File: config.mk
export PLATFORM = sky130hd
export DESIGN_NAME = epoch_seconds_to_civil_date
export DESIGN_NICKNAME = d
export VERILOG_FILES = /design/src/esc_pkg.sv /design/src/esc_ctrl.sv /design/src/esc_datapath.sv /design/src/epoch_seconds_to_civil_date.sv
export SDC_FILE = /design/constraint.sdc
export NUM_CORES = 2
export LEC_CHECK = 0
export ABC_AREA = 1
export BUFFER_PORTS_ARGS = -buffer_cell sky130_fd_sc_hd__buf_2
export CAP_MARGIN = 20
export CELL_PAD_IN_SITES_DETAIL_PLACEMENT = 1
export CELL_PAD_IN_SITES_GLOBAL_PLACEMENT = 2
export CORE_UTILIZATION = 38
export CTS_BUF_LIST = sky130_fd_sc_hd__clkbuf_4 sky130_fd_sc_hd__clkbuf_8 sky130_fd_sc_hd__clkbuf_16
export CTS_CLUSTER_DIAMETER = 150
export DETAILED_ROUTE_END_ITERATION = 10
export GPL_TIMING_DRIVEN = 0
export PLACE_DENSITY_LB_ADDON = 0.2
export SKIP_LAST_GASP = 1
export SLEW_MARGIN = 25
export SYNTH_ARGS = -nofsm -noshare
export SYNTH_HDL_FRONTEND = slang
export SYNTH_SLANG_ARGS = --single-unit
File: constraint.sdc
create_clock -name aclk -period 8.8 [get_ports aclk]
set_clock_uncertainty 0.15 [all_clocks]
set_input_delay 0.44 -clock aclk [delete_from_list [all_inputs] [get_ports aclk]]
set_output_delay 0.44 -clock aclk [all_outputs]
set_load 0.01 [all_outputs]
File: src/esc_pkg.sv
package esc_pkg;

    localparam int IN_W    = 33;
    localparam int S_TDATA_W = 40;
    localparam int M_TDATA_W = 40;

    localparam int YEAR_W   = 12;
    localparam int MONTH_W  = 4;
    localparam int DAY_W    = 5;
    localparam int HOUR_W   = 5;
    localparam int MINUTE_W = 6;
    localparam int SECOND_W = 6;

    localparam logic signed [IN_W-1:0] T_MIN = -33'sd2177452800;
    localparam logic signed [IN_W-1:0] T_MAX = 33'sd4102444799;

    localparam int REM_W     = 17;
    localparam int DAYS_W    = 17;
    localparam int CYC_W     = 6;
    localparam int DOY_W     = 11;
    localparam int HREM_W    = 12;

    // reciprocal divider: floor(x / d) = (x * ceil(2^s / d)) >> s over each operand range
    localparam int OPND_W  = 26;
    localparam int RECIP_W = 27;
    localparam int PROD_W  = 53;
    localparam int QUO_W   = 17;
    localparam int DIVR_W  = 12;
    localparam int CNT_W   = 2;
    localparam int DAY_LSB = 7;

    localparam logic [CNT_W-1:0] STEP_MUL = 2'd0;
    localparam logic [CNT_W-1:0] STEP_QUO = 2'd1;
    localparam logic [CNT_W-1:0] STEP_REM = 2'd2;

    // seconds per day over 128, the low 7 bits pass straight to the remainder
    localparam logic [DIVR_W-1:0] SECS_PER_DAY_HI = 12'd675;
    localparam logic [DIVR_W-1:0] DAYS_PER_CYCLE  = 12'd1461;
    localparam logic [DIVR_W-1:0] SECS_PER_HOUR   = 12'd3600;
    localparam logic [DIVR_W-1:0] SECS_PER_MIN    = 12'd60;

    localparam logic [RECIP_W-1:0] RECIP_DAY  = 27'd101806633;
    localparam logic [RECIP_W-1:0] RECIP_CYC  = 27'd183735;
    localparam logic [RECIP_W-1:0] RECIP_HOUR = 27'd149131;
    localparam logic [RECIP_W-1:0] RECIP_MIN  = 27'd4370;

    localparam int SHIFT_DAY  = 36;
    localparam int SHIFT_CYC  = 28;
    localparam int SHIFT_HOUR = 29;
    localparam int SHIFT_MIN  = 18;

    localparam logic [DOY_W-1:0] DAYS_PER_YEAR  = 11'd365;
    localparam logic [YEAR_W-1:0] BASE_YEAR     = 12'd1901;
    localparam logic [MONTH_W-1:0] LAST_MONTH   = 4'd11;

    typedef enum logic [1:0] {
        DIV_DAY,
        DIV_CYC,
        DIV_HOUR,
        DIV_MIN
    } div_sel_t;

    typedef enum logic [3:0] {
        ST_IDLE,
        ST_DAY_START,
        ST_DAY_RUN,
        ST_CYC_START,
        ST_CYC_RUN,
        ST_YEAR,
        ST_HOUR_START,
        ST_HOUR_RUN,
        ST_MIN_START,
        ST_MIN_RUN,
        ST_MONTH,
        ST_FINISH
    } state_t;

    typedef struct packed {
        logic     in_load;
        logic     div_start;
        logic     div_step;
        div_sel_t div_sel;
        logic     year_step;
        logic     month_step;
        logic     out_load;
    } ctrl_cmd_t;

    typedef struct packed {
        logic div_last;
        logic year_done;
        logic month_done;
    } dp_status_t;

    function automatic logic [DAY_W-1:0] month_len(input logic [MONTH_W-1:0] m,
                                                  input logic leap);
        logic [DAY_W-1:0] len;
        unique case (m)
            4'd1:    len = leap ? 5'd29 : 5'd28;
            4'd3:    len = 5'd30;
            4'd5:    len = 5'd30;
            4'd8:    len = 5'd30;
            4'd10:   len = 5'd30;
            default: len = 5'd31;
        endcase
        return len;
    endfunction

endpackage

File: src/esc_ctrl.sv
module esc_ctrl (
    input  logic                aclk,
    input  logic                aresetn,
    input  logic                s_tvalid,
    output logic                s_tready,
    output logic                m_tvalid,
    input  logic                m_tready,
    input  esc_pkg::dp_status_t status,
    output esc_pkg::ctrl_cmd_t  cmd
);
    import esc_pkg::*;

    state_t state_reg, state_next;
    logic   m_tvalid_reg, m_tvalid_next;
    logic   out_free;

    assign out_free = !m_tvalid_reg || m_tready;

    always_ff @(posedge aclk) begin
        if (!aresetn) begin
            state_reg    <= ST_IDLE;
            m_tvalid_reg <= 1'b0;
        end else begin
            state_reg    <= state_next;
            m_tvalid_reg <= m_tvalid_next;
        end
    end

    // next state
    always_comb begin
        state_next = state_reg;
        unique case (state_reg)
            ST_IDLE:       if (s_tvalid) state_next = ST_DAY_START;
            ST_DAY_START:  state_next = ST_DAY_RUN;
            ST_DAY_RUN:    if (status.div_last) state_next = ST_CYC_START;
            ST_CYC_START:  state_next = ST_CYC_RUN;
            ST_CYC_RUN:    if (status.div_last) state_next = ST_YEAR;
            ST_YEAR:       if (status.year_done) state_next = ST_HOUR_START;
            ST_HOUR_START: state_next = ST_HOUR_RUN;
            ST_HOUR_RUN:   if (status.div_last) state_next = ST_MIN_START;
            ST_MIN_START:  state_next = ST_MIN_RUN;
            ST_MIN_RUN:    if (status.div_last) state_next = ST_MONTH;
            ST_MONTH:      if (status.month_done) state_next = ST_FINISH;
            ST_FINISH:     if (out_free) state_next = ST_IDLE;
            default:       state_next = ST_IDLE;
        endcase
    end

    // outputs
    always_comb begin
        cmd           = '0;
        cmd.div_sel   = DIV_DAY;
        s_tready      = 1'b0;
        m_tvalid_next = m_tvalid_reg && !m_tready;
        unique case (state_reg)
            ST_IDLE: begin
                s_tready    = 1'b1;
                cmd.in_load = s_tvalid;
            end
            ST_DAY_START: begin
                cmd.div_start = 1'b1;
                cmd.div_sel   = DIV_DAY;
            end
            ST_CYC_START: begin
                cmd.div_start = 1'b1;
                cmd.div_sel   = DIV_CYC;
            end
            ST_HOUR_START: begin
                cmd.div_start = 1'b1;
                cmd.div_sel   = DIV_HOUR;
            end
            ST_MIN_START: begin
                cmd.div_start = 1'b1;
                cmd.div_sel   = DIV_MIN;
            end
            ST_DAY_RUN, ST_CYC_RUN, ST_HOUR_RUN, ST_MIN_RUN: begin
                cmd.div_step = 1'b1;
            end
            ST_YEAR: begin
                cmd.year_step = !status.year_done;
            end
            ST_MONTH: begin
                cmd.month_step = !status.month_done;
            end
            ST_FINISH: begin
                if (out_free) begin
                    cmd.out_load  = 1'b1;
                    m_tvalid_next = 1'b1;
                end
            end
            default: begin
                s_tready = 1'b0;
            end
        endcase
    end

    assign m_tvalid = m_tvalid_reg;

endmodule

File: src/esc_datapath.sv
module esc_datapath (
    input  logic                               aclk,
    input  logic [esc_pkg::S_TDATA_W-1:0]      s_tdata,
    input  esc_pkg::ctrl_cmd_t                 cmd,
    output esc_pkg::dp_status_t                status,
    output logic [esc_pkg::M_TDATA_W-1:0]      m_tdata
);
    import esc_pkg::*;

    logic signed [IN_W-1:0] in_val;
    logic signed [IN_W-1:0] in_reg;
    logic [IN_W-1:0]        u;

    // shared reciprocal-multiply divider
    logic [OPND_W-1:0]  x_reg;
    logic [PROD_W-1:0]  prod_reg;
    logic [QUO_W-1:0]   q_reg, q_next;
    logic [CNT_W-1:0]   cnt_reg;
    div_sel_t           sel_reg;
    logic [DIVR_W-1:0]  divisor;
    logic [RECIP_W-1:0] recip;
    logic [OPND_W-1:0]  qd;
    logic [OPND_W-1:0]  rem;
    logic [OPND_W-1:0]  dividend;

    logic [DAYS_W-1:0]   days_reg;
    logic [REM_W-1:0]    sod_reg;
    logic [CYC_W-1:0]    cyc_reg;
    logic [DOY_W-1:0]    doy_reg;
    logic [1:0]          yi_reg;
    logic [HREM_W-1:0]   hrem_reg;
    logic [HOUR_W-1:0]   hour_reg;
    logic [MINUTE_W-1:0] minute_reg;
    logic [SECOND_W-1:0] second_reg;
    logic [MONTH_W-1:0]  month_reg;
    logic [DAY_W-1:0]    len;
    logic                leap;
    logic                div_last;

    logic [YEAR_W-1:0]    year_val;
    logic [M_TDATA_W-1:0] m_tdata_reg;

    assign in_val = s_tdata[IN_W-1:0];
    assign u      = in_reg - T_MIN;

    always_comb begin
        unique case (sel_reg)
            DIV_DAY: begin
                divisor = SECS_PER_DAY_HI;
                recip   = RECIP_DAY;
                q_next  = prod_reg[SHIFT_DAY +: QUO_W];
            end
            DIV_CYC: begin
                divisor = DAYS_PER_CYCLE;
                recip   = RECIP_CYC;
                q_next  = prod_reg[SHIFT_CYC +: QUO_W];
            end
            DIV_HOUR: begin
                divisor = SECS_PER_HOUR;
                recip   = RECIP_HOUR;
                q_next  = prod_reg[SHIFT_HOUR +: QUO_W];
            end
            DIV_MIN: begin
                divisor = SECS_PER_MIN;
                recip   = RECIP_MIN;
                q_next  = prod_reg[SHIFT_MIN +: QUO_W];
            end
            default: begin
                divisor = SECS_PER_DAY_HI;
                recip   = RECIP_DAY;
                q_next  = prod_reg[SHIFT_DAY +: QUO_W];
            end
        endcase
    end

    always_comb begin
        unique case (cmd.div_sel)
            DIV_DAY:  dividend = u[IN_W-1:DAY_LSB];
            DIV_CYC:  dividend = {{(OPND_W-DAYS_W){1'b0}}, days_reg};
            DIV_HOUR: dividend = {{(OPND_W-REM_W){1'b0}}, sod_reg};
            DIV_MIN:  dividend = {{(OPND_W-HREM_W){1'b0}}, hrem_reg};
            default:  dividend = u[IN_W-1:DAY_LSB];
        endcase
    end

    assign qd  = {{(OPND_W-QUO_W){1'b0}}, q_reg} * {{(OPND_W-DIVR_W){1'b0}}, divisor};
    assign rem = x_reg - qd;

    assign div_last = (cnt_reg == STEP_REM);
    assign leap     = (yi_reg == 2'd3);
    assign len      = month_len(month_reg, leap);

    assign status.div_last   = div_last;
    assign status.year_done  = (yi_reg == 2'd3) || (doy_reg < DAYS_PER_YEAR);
    assign status.month_done = (month_reg == LAST_MONTH) ||
                               (doy_reg < {{(DOY_W-DAY_W){1'b0}}, len});

    assign year_val = BASE_YEAR + {{(YEAR_W-CYC_W-2){1'b0}}, cyc_reg, 2'b00}
                    + {{(YEAR_W-2){1'b0}}, yi_reg};

    always_ff @(posedge aclk) begin
        if (cmd.in_load) begin
            if (in_val < T_MIN) begin
                in_reg <= T_MIN;
            end else if (in_val > T_MAX) begin
                in_reg <= T_MAX;
            end else begin
                in_reg <= in_val;
            end
        end

        if (cmd.div_start) begin
            x_reg   <= dividend;
            cnt_reg <= '0;
            sel_reg <= cmd.div_sel;
        end else if (cmd.div_step) begin
            cnt_reg <= cnt_reg + 2'd1;
            if (cnt_reg == STEP_MUL) begin
                prod_reg <= {{(PROD_W-OPND_W){1'b0}}, x_reg} *
                            {{(PROD_W-RECIP_W){1'b0}}, recip};
            end
            if (cnt_reg == STEP_QUO) begin
                q_reg <= q_next;
            end
            if (div_last) begin
                unique case (sel_reg)
                    DIV_DAY: begin
                        days_reg <= q_reg[DAYS_W-1:0];
                        sod_reg  <= {rem[REM_W-DAY_LSB-1:0], u[DAY_LSB-1:0]};
                    end
                    DIV_CYC: begin
                        cyc_reg   <= q_reg[CYC_W-1:0];
                        doy_reg   <= rem[DOY_W-1:0];
                        yi_reg    <= 2'd0;
                        month_reg <= '0;
                    end
                    DIV_HOUR: begin
                        hour_reg <= q_reg[HOUR_W-1:0];
                        hrem_reg <= rem[HREM_W-1:0];
                    end
                    DIV_MIN: begin
                        minute_reg <= q_reg[MINUTE_W-1:0];
                        second_reg <= rem[SECOND_W-1:0];
                    end
                    default: begin
                        days_reg <= q_reg[DAYS_W-1:0];
                    end
                endcase
            end
        end

        if (cmd.year_step) begin
            doy_reg <= doy_reg - DAYS_PER_YEAR;
            yi_reg  <= yi_reg + 2'd1;
        end

        if (cmd.month_step) begin
            doy_reg   <= doy_reg - {{(DOY_W-DAY_W){1'b0}}, len};
            month_reg <= month_reg + 4'd1;
        end

        if (cmd.out_load) begin
            m_tdata_reg <= {2'b00,
                            second_reg,
                            minute_reg,
                            hour_reg,
                            doy_reg[DAY_W-1:0] + 5'd1,
                            month_reg + 4'd1,
                            year_val};
        end
    end

    assign m_tdata = m_tdata_reg;

endmodule

File: src/epoch_seconds_to_civil_date.sv
// channel | dir | ports                     | transaction
// s_      | in  | s_tvalid s_tready s_tdata | epoch seconds, signed
// m_      | out | m_tvalid m_tready m_tdata | year month day hour minute second
//
// one transaction in flight; the next input is accepted only once the result
// is loaded, after four passes of a shared reciprocal-multiply divider, the
// year steps and the month steps
// aresetn is synchronous; it clears the controller and the output valid
// a held result does not stop the next input, only the final output load
module epoch_seconds_to_civil_date (
    input  logic                          aclk,
    input  logic                          aresetn,
    input  logic                          s_tvalid,
    output logic                          s_tready,
    input  logic [esc_pkg::S_TDATA_W-1:0] s_tdata,  // [32:0] epoch_seconds
    output logic                          m_tvalid,
    input  logic                          m_tready,
    // [11:0] year, [15:12] month, [20:16] day, [25:21] hour,
    // [31:26] minute, [37:32] second
    output logic [esc_pkg::M_TDATA_W-1:0] m_tdata
);
    import esc_pkg::*;

    ctrl_cmd_t  cmd;
    dp_status_t status;

    esc_ctrl u_ctrl (
        .aclk     (aclk),
        .aresetn  (aresetn),
        .s_tvalid (s_tvalid),
        .s_tready (s_tready),
        .m_tvalid (m_tvalid),
        .m_tready (m_tready),
        .status   (status),
        .cmd      (cmd)
    );

    esc_datapath u_dp (
        .aclk    (aclk),
        .s_tdata (s_tdata),
        .cmd     (cmd),
        .status  (status),
        .m_tdata (m_tdata)
    );

endmodule

==> results.yml <==
synthesis:
  netlist_area_sq_um: 31820
  synthCells: 3659
  yosysTopAreaCell: "fa_1"
  synthTopCellsByArea: "fa_1 29%, edfxtp_1 22%, ha_1 13%, inv_1 12%, nand2_1 7.9%"
  synth_edf_count: 237
  ys.flop_type: "edfxtp_1"
  synth-async-reset-ratio: 0
  ys_seq_elements: 244
  avgSynthCellArea_sq_um: 8.696
  yosysSeqAreaShare: 0.2281
  netlist-cell-type-count: 51
  synth_top_area_share: 0.2900
  yosysMostFrequentCell: "inv_1"
  yosysWarningCount: 0
  synth_top_cells_by_count: "982 x inv_1, 667 x nand2_1, 461 x fa_1"
min_path:
  worstHoldEndpoint: "u_dp.in_reg[18]"
  hold_depth: 3
  min_from: "s_tdata[18]"
  min_path_type: "primary input to register"
grt:
  first_global_vias: 25578
  grt_max_degree: 29
  grt_usage: 0.2631
  grt_remaining_overflow: 0
  grt_pass1_wl_um: 164100
  antenna_found_initial: 0
placed_design:
  dp.final_hpwl_um: 95550
  gp_congestion: 0.9674
  port_buffers: 76
clock_network:
  clk_path_buf_depth: 3
  htreeDepth: 1
  cts_sinks: 244
  clk_latency_ns: 0.58
  numCtsBuffers: 28
  path_clk_slew_ns: 0.06
  cts_tree: "done"
  root_buffer: "clkbuf_16"
run:
  maxCapViolCount: 0
timing:
  worst_pin_slew_ns: 0.9901
  max_slew_margin: 0.3377
  min_period_ns: 8.550
  post-route-period-util: 0.9715
  setup_viol: 0
  report.final.hold_viol_count: 0
  slew_viol_final: 0
  fmax_mhz: 117.0
  rsz0062_at_grt: "no"
detailed_routing:
  dr_wl_met2_um: 49000
  met1_length_um: 51010
  drtPass1Iterations: 5
  met3WireLength_um: 7394
  routed.top_layer: "met4"
  route.detailed.drc: 0
  dr.first_iter.drc_count: 1646
  via_per_inst: 5.035
  vias: 24516
  wire_per_inst_um: 22.58
  drtAntennaViolNets: 0
  routed_wl_um: 109900
final_layout:
  area_growth_pct: 9.323
  largest_reg_flops: 38
  final_util: 0.4216
  final_nets: 4616
  final_layout_size_suffix_gt1_frac: 0.05898
setup_path:
  crit_slowest_cell: "fa_1"
  r2r-end: "u_dp.prod_reg[36]"
  crit_type: "register to register"
  r2r-start: "u_dp.sel_reg[1]"
  required_ns: 8.98
  startpoint_type: "register"
  r2r_setup_slack_ns: 0.25
  critPathCaptureType: "register"
  critPathArrivalTime_ns: 8.73
  crit_path_max_incr_delay_ns: 0.59
  worstRegToRegCells: 28
  crit_path_max_fanout: 12
die:
  core_region_area_sq_um: 82500
  ios: 86
  die_w_um: 291.4
  initial_core_util: 0.3857
  fp-row-count: 105
  die-area_sq_um: 84900
  die_y_um: 291.4
outcome:
  status: "finished clean"
metal layers:
layer / GRT usage / vias to the layer above
met5: 0 / -
met4: 0.05212 / 0
met3: 0.04925 / 108
met2: 0.4078 / 682
met1: 0.3826 / 12333
li1: - / 11393
stage by stage:
stage | setup slack, ns | cell area (sq um) | hold WS (ns) | std cells | TNS [ns]
6_report | 0.2504 | 34790 | 0.02921 | 4869 | 0
2_1_floorplan | 1.831 | 31820 | 0.2503 | 3660 | 0
3_3_place_gp | -1.084 | 33540 | 0.2524 | 4806 | -26.04
3_5_place_dp | -1.175 | 33720 | 0.2561 | 4815 | -28.39
4_1_cts | -0.03123 | 34730 | 0.002633 | 4868 | -0.03123
5_1_grt | 0.03906 | 34780 | 0.01800 | 4868 | 0
cell type report:
class / instances / area, sq um
Fill cell: 9779 / 47720
Multi-Input combinational cell: 2372 / 20690
Sequential cell: 244 / 7257
Inverter: 993 / 3737
Tap cell: 1070 / 1339
Clock buffer: 31 / 740.7
Timing Repair Buffer: 87 / 529.3
Buffer: 51 / 271.5
Clock inverter: 20 / 217.7
Antenna cell: 1 / 2.502
what timing repair did:
action,in CTS,in global routing
buffers inserted,1,0
pin swaps,0,0
setup endpoints to repair,35,32
endpoints found under the hold margin,4,0
gates resized for setup,12,33
hold buffers,1,0
cells in the final DEF (no fill, tap or decap), types with 5 or more instances in the layout:
| master | instances |
|---|---|
| inv_1 | 979 |
| nand2_1 | 665 |
| fa_1 | 461 |
| nor2_1 | 338 |
| ha_1 | 333 |
| edfxtp_1 | 237 |
| a21oi_1 | 142 |
| nand3_1 | 99 |
| o21ai_0 | 95 |
| buf_2 | 86 |
| xor2_1 | 46 |
| nand4_1 | 33 |
| clkbuf_16 | 29 |
| nor3_1 | 19 |
| clkbuf_2 | 16 |
| xnor2_1 | 14 |
| o21bai_1 | 12 |
| buf_4 | 11 |
| inv_2 | 10 |
| clkbuf_1 | 10 |
| o21a_1 | 9 |
| clkinv_2 | 9 |
| o21ai_1 | 8 |
| a22o_1 | 8 |
| nor4_1 | 7 |
| a32oi_1 | 7 |
| dfxtp_1 | 7 |
| a21o_1 | 6 |
| clkinvlp_4 | 5 |
| buf_1 | 5 |
| nor2_4 | 5 |
| or2_2 | 5 |
| o211ai_1 | 5 |
| a31oi_1 | 5 |
kinds of logic (layout without fill, tap and decap cells):
kind of cell | count (synthesis) | count (layout) | synth area share
other | 1 | 3 | 0.0001179
and+or+nand+nor | 1200 | 1200 | 0.1539
xor gates and xnor gates | 60 | 60 | 0.01652
AOI/OAI and AO/OA | 315 | 315 | 0.05537
adders and majority gates | 795 | 795 | 0.4214
DFF | 244 | 244 | 0.2281
buffers and inverters | 1044 | 1182 | 0.1247
how the worst max path moves through the flow:
stage,slack (ns),from,to
after global placement,-1.08,u_dp.sel_reg[1],u_dp.prod_reg[36]
after detailed placement,-1.17,u_dp.sel_reg[1],u_dp.prod_reg[36]
after floorplan,1.83,u_dp.sel_reg[1],u_dp.prod_reg[50]
final,0.25,u_dp.sel_reg[1],u_dp.prod_reg[36]
after CTS,-0.03,u_dp.sel_reg[1],u_dp.prod_reg[36]
after global routing,0.04,u_dp.sel_reg[1],u_dp.prod_reg[40]
critical path, delay by kind of cell (launching register included):
kind,cells,cell delay [ns]
and+or+nand+nor,12,2.25
DFF,1,0.54
buffers and inverters,7,1.23
adders and majority gates,9,4.11
Power is not shown: default switching activity piles up to over one toggle a cycle in this logic, so the estimate is an artifact.
